### src/sv/pru_pkg.sv
// ----------------------------------------------------------------------------
// pru_pkg: shared types and constants for the permutation rank/unrank block
// Factorial weights, field widths and the pipeline stage word.
// ----------------------------------------------------------------------------
package pru_pkg;

  localparam int NPOS    = 9;
  localparam int DIGIT_W = 4;
  localparam int RANK_W  = 19;
  localparam int CNT_W   = 4;

  localparam logic [RANK_W-1:0] RANK_MAX = 19'd362880;

  typedef enum logic {
    FUNC_RANK   = 1'b0,
    FUNC_UNRANK = 1'b1
  } func_t;

  // n! for n in 0..9
  function automatic logic [RANK_W-1:0] fact(input int n);
    logic [RANK_W-1:0] f;
    case (n)
      0:       f = 19'd1;
      1:       f = 19'd1;
      2:       f = 19'd2;
      3:       f = 19'd6;
      4:       f = 19'd24;
      5:       f = 19'd120;
      6:       f = 19'd720;
      7:       f = 19'd5040;
      8:       f = 19'd40320;
      9:       f = 19'd362880;
      default: f = 19'd0;
    endcase
    return f;
  endfunction

  // One pipeline word: both directions travel together, the output picks.
  typedef struct packed {
    func_t                             func;
    logic                              err;
    logic [RANK_W-1:0]                 rest;
    logic [RANK_W-1:0]                 acc;
    logic [NPOS-1:0]                   used;
    logic [NPOS-1:0][CNT_W-1:0]        cnt;
    logic [NPOS-1:0][DIGIT_W-1:0]      dig;
  } stage_t;

endpackage

### src/sv/permutation_rank_unrank.sv
// ----------------------------------------------------------------------------
// permutation_rank_unrank: Cantor-expansion rank / unrank of nine digits
// One word can enter every cycle while busy is low. A word passes the entry
// register, the nine factorial stages (one per digit position) and the
// output register. The output cannot stall.
// Synchronous active-low reset clears valid bits; busy is high during reset
// and is cleared by the first clock edge with rst_n high, then stays low.
// ----------------------------------------------------------------------------
module permutation_rank_unrank (
  input  logic                          clk,
  input  logic                          rst_n,
  input  logic                          start,
  output logic                          busy,
  input  logic                          in_func,
  input  logic [pru_pkg::RANK_W-1:0]    in_rank_in,
  input  logic [pru_pkg::DIGIT_W-1:0]   in_digit_in_0,
  input  logic [pru_pkg::DIGIT_W-1:0]   in_digit_in_1,
  input  logic [pru_pkg::DIGIT_W-1:0]   in_digit_in_2,
  input  logic [pru_pkg::DIGIT_W-1:0]   in_digit_in_3,
  input  logic [pru_pkg::DIGIT_W-1:0]   in_digit_in_4,
  input  logic [pru_pkg::DIGIT_W-1:0]   in_digit_in_5,
  input  logic [pru_pkg::DIGIT_W-1:0]   in_digit_in_6,
  input  logic [pru_pkg::DIGIT_W-1:0]   in_digit_in_7,
  input  logic [pru_pkg::DIGIT_W-1:0]   in_digit_in_8,
  output logic                          out_valid,
  output logic [pru_pkg::RANK_W-1:0]    out_rank_out,
  output logic [pru_pkg::DIGIT_W-1:0]   out_digit_out_0,
  output logic [pru_pkg::DIGIT_W-1:0]   out_digit_out_1,
  output logic [pru_pkg::DIGIT_W-1:0]   out_digit_out_2,
  output logic [pru_pkg::DIGIT_W-1:0]   out_digit_out_3,
  output logic [pru_pkg::DIGIT_W-1:0]   out_digit_out_4,
  output logic [pru_pkg::DIGIT_W-1:0]   out_digit_out_5,
  output logic [pru_pkg::DIGIT_W-1:0]   out_digit_out_6,
  output logic [pru_pkg::DIGIT_W-1:0]   out_digit_out_7,
  output logic [pru_pkg::DIGIT_W-1:0]   out_digit_out_8,
  output logic                          out_range_error
);

  import pru_pkg::*;

  // --------------------------------------------------------------------------
  // Handshake: the pipeline never stalls, so busy only covers reset.
  // --------------------------------------------------------------------------
  logic busy_r;
  logic accept;

  always_ff @(posedge clk) begin
    if (!rst_n) begin
      busy_r <= 1'b1;
    end else begin
      busy_r <= 1'b0;
    end
  end

  assign busy   = busy_r;
  assign accept = start && !busy_r;

  // --------------------------------------------------------------------------
  // Entry stage: count later smaller digits for every position (rank), form
  // the zero-based rank and the range check (unrank).
  // --------------------------------------------------------------------------
  logic [NPOS-1:0][DIGIT_W-1:0] din;
  stage_t                       entry_nxt;

  assign din = {in_digit_in_8, in_digit_in_7, in_digit_in_6, in_digit_in_5,
                in_digit_in_4, in_digit_in_3, in_digit_in_2, in_digit_in_1,
                in_digit_in_0};

  always_comb begin
    entry_nxt      = '0;
    entry_nxt.func = func_t'(in_func);
    entry_nxt.err  = (in_rank_in == '0) || (in_rank_in > RANK_MAX);
    entry_nxt.rest = in_rank_in - 19'd1;
    entry_nxt.acc  = 19'd1;                 // one-based rank
    for (int i = 0; i < NPOS; i++) begin
      for (int j = i + 1; j < NPOS; j++) begin
        if (din[j] < din[i]) begin
          entry_nxt.cnt[i] = entry_nxt.cnt[i] + 4'd1;
        end
      end
    end
  end

  // --------------------------------------------------------------------------
  // Digit stages: stage k handles position k in both directions.
  //   rank:   acc += cnt[k] * (8-k)!
  //   unrank: q = rest / (8-k)!, rest -= q * (8-k)!, take the q-th free digit
  // --------------------------------------------------------------------------
  stage_t          pipe_r   [0:NPOS];
  stage_t          pipe_nxt [1:NPOS];
  logic [NPOS:0]   vld_r;

  for (genvar k = 0; k < NPOS; k++) begin : g_stage
    localparam logic [RANK_W-1:0] W = fact(NPOS - 1 - k);

    always_comb begin
      logic [CNT_W-1:0]  q;
      logic [RANK_W-1:0] qw;
      logic [CNT_W-1:0]  below;
      logic              found;
      pipe_nxt[k+1] = pipe_r[k];
      // Rest stays below 9 * W, so the quotient is a count of passed multiples.
      q = '0;
      for (int m = 1; m < NPOS; m++) begin
        if (pipe_r[k].rest >= RANK_W'(m * W)) begin
          q = q + 4'd1;
        end
      end
      qw = W * RANK_W'(q);
      pipe_nxt[k+1].rest = pipe_r[k].rest - qw;
      pipe_nxt[k+1].acc  = pipe_r[k].acc + RANK_W'(W * RANK_W'(pipe_r[k].cnt[k]));
      // Pick the free digit with exactly q free digits below it.
      found = 1'b0;
      pipe_nxt[k+1].dig[k] = '0;
      for (int j = 0; j < NPOS; j++) begin
        below = '0;
        for (int i = 0; i < j; i++) begin
          if (!pipe_r[k].used[i]) begin
            below = below + 4'd1;
          end
        end
        if (!found && !pipe_r[k].used[j] && below == q) begin
          found                 = 1'b1;
          pipe_nxt[k+1].dig[k]  = DIGIT_W'(j);
          pipe_nxt[k+1].used[j] = 1'b1;
        end
      end
    end
  end

  // Advance every stage each cycle; valid bits carry the occupancy.
  always_ff @(posedge clk) begin
    if (!rst_n) begin
      vld_r <= '0;
    end else begin
      vld_r <= {vld_r[NPOS-1:0], accept};
    end
  end

  always_ff @(posedge clk) begin
    pipe_r[0] <= entry_nxt;
    for (int s = 1; s <= NPOS; s++) begin
      pipe_r[s] <= pipe_nxt[s];
    end
  end

  // --------------------------------------------------------------------------
  // Output register: drop the direction that was not asked for, zero the
  // digits on a range error.
  // --------------------------------------------------------------------------
  logic                         out_valid_r;
  logic [RANK_W-1:0]            out_rank_r;
  logic [NPOS-1:0][DIGIT_W-1:0] out_dig_r;
  logic                         out_err_r;

  always_ff @(posedge clk) begin
    if (!rst_n) begin
      out_valid_r <= 1'b0;
    end else begin
      out_valid_r <= vld_r[NPOS];
    end
  end

  always_ff @(posedge clk) begin
    case (pipe_r[NPOS].func)
      FUNC_RANK: begin
        out_rank_r <= pipe_r[NPOS].acc;
        out_dig_r  <= '0;
        out_err_r  <= 1'b0;
      end
      FUNC_UNRANK: begin
        out_rank_r <= '0;
        out_dig_r  <= pipe_r[NPOS].err ? '0 : pipe_r[NPOS].dig;
        out_err_r  <= pipe_r[NPOS].err;
      end
      default: begin
        out_rank_r <= '0;
        out_dig_r  <= '0;
        out_err_r  <= 1'b0;
      end
    endcase
  end

  assign out_valid       = out_valid_r;
  assign out_rank_out    = out_rank_r;
  assign out_digit_out_0 = out_dig_r[0];
  assign out_digit_out_1 = out_dig_r[1];
  assign out_digit_out_2 = out_dig_r[2];
  assign out_digit_out_3 = out_dig_r[3];
  assign out_digit_out_4 = out_dig_r[4];
  assign out_digit_out_5 = out_dig_r[5];
  assign out_digit_out_6 = out_dig_r[6];
  assign out_digit_out_7 = out_dig_r[7];
  assign out_digit_out_8 = out_dig_r[8];
  assign out_range_error = out_err_r;

`ifndef SYNTHESIS
  // Every accepted word comes out through the entry register, the digit stages and the output register.
  a_latency: assert property (@(posedge clk) disable iff (!rst_n)
    accept |-> ##11 out_valid)
    else $error("accepted word did not come out after 11 cycles");

  // No result without a matching word accepted at the pipeline entry.
  a_no_ghost: assert property (@(posedge clk) disable iff (!rst_n)
    out_valid |-> $past(accept, 11))
    else $error("result without a matching accepted word");

  // A range error carries no rank and no digits.
  a_err_zero: assert property (@(posedge clk) disable iff (!rst_n)
    (out_valid && out_range_error) |-> (out_rank_out == '0 && out_dig_r == '0))
    else $error("range error with nonzero payload");

  // The rank never passes 9!.
  a_rank_max: assert property (@(posedge clk) disable iff (!rst_n)
    out_valid |-> (out_rank_out <= RANK_MAX))
    else $error("rank above 362880");
`endif

endmodule
### config.mk
export PLATFORM = sky130hd
export DESIGN_NAME = permutation_rank_unrank
export DESIGN_NICKNAME = d
export VERILOG_FILES = /design/src/sv/pru_pkg.sv /design/src/sv/permutation_rank_unrank.sv
export SDC_FILE = /design/constraint.sdc
export NUM_CORES = 2
export LEC_CHECK = 0
export BUFFER_PORTS_ARGS = -buffer_cell sky130_fd_sc_hd__buf_4
export CAP_MARGIN = 20
export CORE_ASPECT_RATIO = 0.7
export CORE_MARGIN = 1.5
export CORE_UTILIZATION = 40
export DETAILED_ROUTE_END_ITERATION = 6
export PLACE_DENSITY = 0.58
export SETUP_SLACK_MARGIN = 0.4
export SYNTH_ARGS = -nofsm -noshare
export SYNTH_HDL_FRONTEND = slang
export SYNTH_SLANG_ARGS = --single-unit
### constraint.sdc
create_clock -name clk -period 14.9 [get_ports clk]
set_input_delay 0 -clock clk [delete_from_list [all_inputs] [get_ports clk]]
set_output_delay 0 -clock clk [all_outputs]
set_load 0.005 [all_outputs]
==> out/results.ini <==
[layout]
final_common_cell = dfxtp_1
multi_input_area_sq_mm = 0.0264
regArea_sq_mm = 0.0152
drive_above_1_share_pct = 7.75
final_cell_mix = dfxtp_1, ha_1, xnor2_1, inv_1, nand2_1
layout.nets = 5390
area_delta_synth_final_pct = 12.9
nFillCells = 10238

[setup_path]
cp-end-kind = flop
worstPathMaxFanout = 13
cp_data_arrival_time_ps = 10490
cp-start-kind = flop
slowest_delay_ps = 790
worstSetupPathType = reg2reg
critPathMostFrequentCell = ha_1
cp_slowest_cell = nand4bb_1
critPathRequiredTime_ps = 15480

[sta]
fmax_ghz = 0.101
fin_skew_ps = 39.6
tns_ps = 0
post-route-period-util_pct = 66.5
finalCriticalPeriod_ps = 9910
tightest_slew_ps = 988
hold_violations = 0
slew_headroom_pct = 33.3
setup_viol = 0
report.final.slew_viol_count = 0
rsz0062_at_grt = false

[run_status]
outcome = complete, no violations

[grt]
antenna_found_initial = 6
grt_pass1_wl_mm = 151
grt_max_degree = 37
grt_pass1_vias = 29383
grt_usage_pct = 16.6
overflow = 0

[route]
met2WireLength_mm = 36.9
final_antenna_net_count = 0
drt-total-wl_mm = 92.2
detail_route.iter0.violations = 1605
top_layer = met4
vias_per_cell = 4.94
drt-wirelength-per-cell_microns = 14.7
first_pass_iters = 5
dr_wl_met3_mm = 3.60
wl_met1_mm = 50.2
drc = 0
routed-via-count = 30949

[die]
num_rows = 100
core_sq_mm = 0.107
pin_count = 117
die_area_sq_mm = 0.111
die_h_microns = 279
dieWidth_microns = 397
start_util_pct = 40.6

[synth]
yosysUniqueCellTypes = 107
synth_fp_nets = 5223
synth_edf_count = 0
synthFlopType = dfxtp_1
async_reset_ff_share_pct = 0
ys_seq_area_share_pct = 35.0
ys_warn_count = 0
syn_area_sq_mm = 0.0434
synth_area_per_cell_sq_um = 9.42
syn-instance-count = 4608
ys_ff_latch = 758

[cts]
clkLatencyLatePin_ps = 670
clk_pin_slew_ps = 70
cts.sink_count = 758
cts_setup_buffers = 0
cts_max_level = 3
clock_path_buffers = 3
cts_buffers = 77
cts_tree = yes
clock_tree.root_cell = clkbuf_16

[placement]
dpl.hpwl_mm = 72.2
port_buffers = 116
gp_congestion = 0.855

[job]
drv_cap = 0

[min_path]
hold_path.class = in2reg

-- logic make-up after synthesis --
logic type,Yosys count,synth area share (%)
compound gates,773,11.9
xor+xnor,657,13.9
fa+ha+maj,560,17.0
buf+inv,469,4.12
flops,758,35.0
mux,100,2.47
other cells,1,0.00864
simple gates,1290,15.6
-- cell usage after synthesis (30+ instances only) --
master / instances / share of area [%]
mux2i_1: 55 / 1.3
clkbuf_1: 70 / 0.61
mux2_2: 43 / 1.1
ha_1: 506 / 15
fa_1: 50 / 2.3
dfxtp_1: 758 / 35
o31ai_1: 30 / 0.52
o21ai_0: 132 / 1.5
or3_1: 41 / 0.59
nor2_1: 262 / 2.3
and3_1: 35 / 0.50
xor2_1: 236 / 4.8
a21o_1: 145 / 2.5
nor3_1: 81 / 0.93
nand3_1: 109 / 1.3
o21bai_1: 43 / 0.74
a21oi_1: 197 / 2.3
nand2b_1: 109 / 1.6
nor4_1: 33 / 0.48
and2_1: 72 / 1.0
xnor2_1: 396 / 8.0
inv_1: 376 / 3.3
nand4_1: 38 / 0.55
nor2b_1: 78 / 1.1
nand2_1: 278 / 2.4
-- routing by layer --
metal  GRT usage, %  vias to the layer above
met5              0                        -
met4           3.63                        0
met3           2.55                       99
met2           24.2                      483
met1           25.3                    14228
li1               -                    16139
-- final cells by class --
cell class	instances	area share (%)
clock buffer	97	4.29
inverter	382	2.93
multi-input combinational	3381	54.0
timing repair buffer	175	2.94
sequential	758	31.0
clock inverter	43	1.24
antenna	2	0.0102
tap	1428	3.65
-- worst max-delay path: cells and delay by family (launching register included) --
family | cells | cell delay (ps)
flops | 1 | 380
xor+xnor | 1 | 130
simple gates | 11 | 2590
fa+ha+maj | 10 | 3830
compound gates | 14 | 2180
mux | 1 | 360
buf+inv | 5 | 350
-- final timing paths --
kind | from | end | cells past startpoint | slack [ps]
worst max-delay path | pipe_r[1][117] | pipe_r[2][117] | 42 | 4990
worst min-delay path | in_digit_in_5[3] | pipe_r[0][56] | 5 | 50
worst max register to register | pipe_r[1][117] | pipe_r[2][117] | 42 | 4990
worst min register to register | pipe_r[1][54] | pipe_r[2][54] | 0 | 300
-- repair_timing --
action                    CTS  global route
hold endpoints to repair   50             0
hold buffers               51             0
gates resized for setup     0             0
-- flip-flops by register name, summed over array words and instances, names as in the netlist --
name,count
pipe_r,690
out_rank_out,19
vld_r,10
out_digit_out_0,4
out_digit_out_1,4
out_digit_out_2,4
out_digit_out_3,4
out_digit_out_4,4
out_digit_out_5,4
out_digit_out_6,4
out_digit_out_7,4
out_digit_out_8,4
busy,1
out_range_error,1
out_valid,1
-- stage by stage --
stage	worst slack (ps)	hold slack, ps	instance area (sq um)	util (%)	std cells
after floorplan	6160	27.7	43400	-	4608
after global placement	5310	107	45800	42.8	6072
after detailed placement	5120	106	45800	42.8	6072
after CTS	5040	2.60	49000	45.8	6263
after global routing	4280	52.0	49000	45.8	6264
final	4990	50.1	49000	45.8	6266
Power is left out: the tool's default activity adds up to more than one toggle a clock period on the data nets, which glitch-free logic cannot reach.
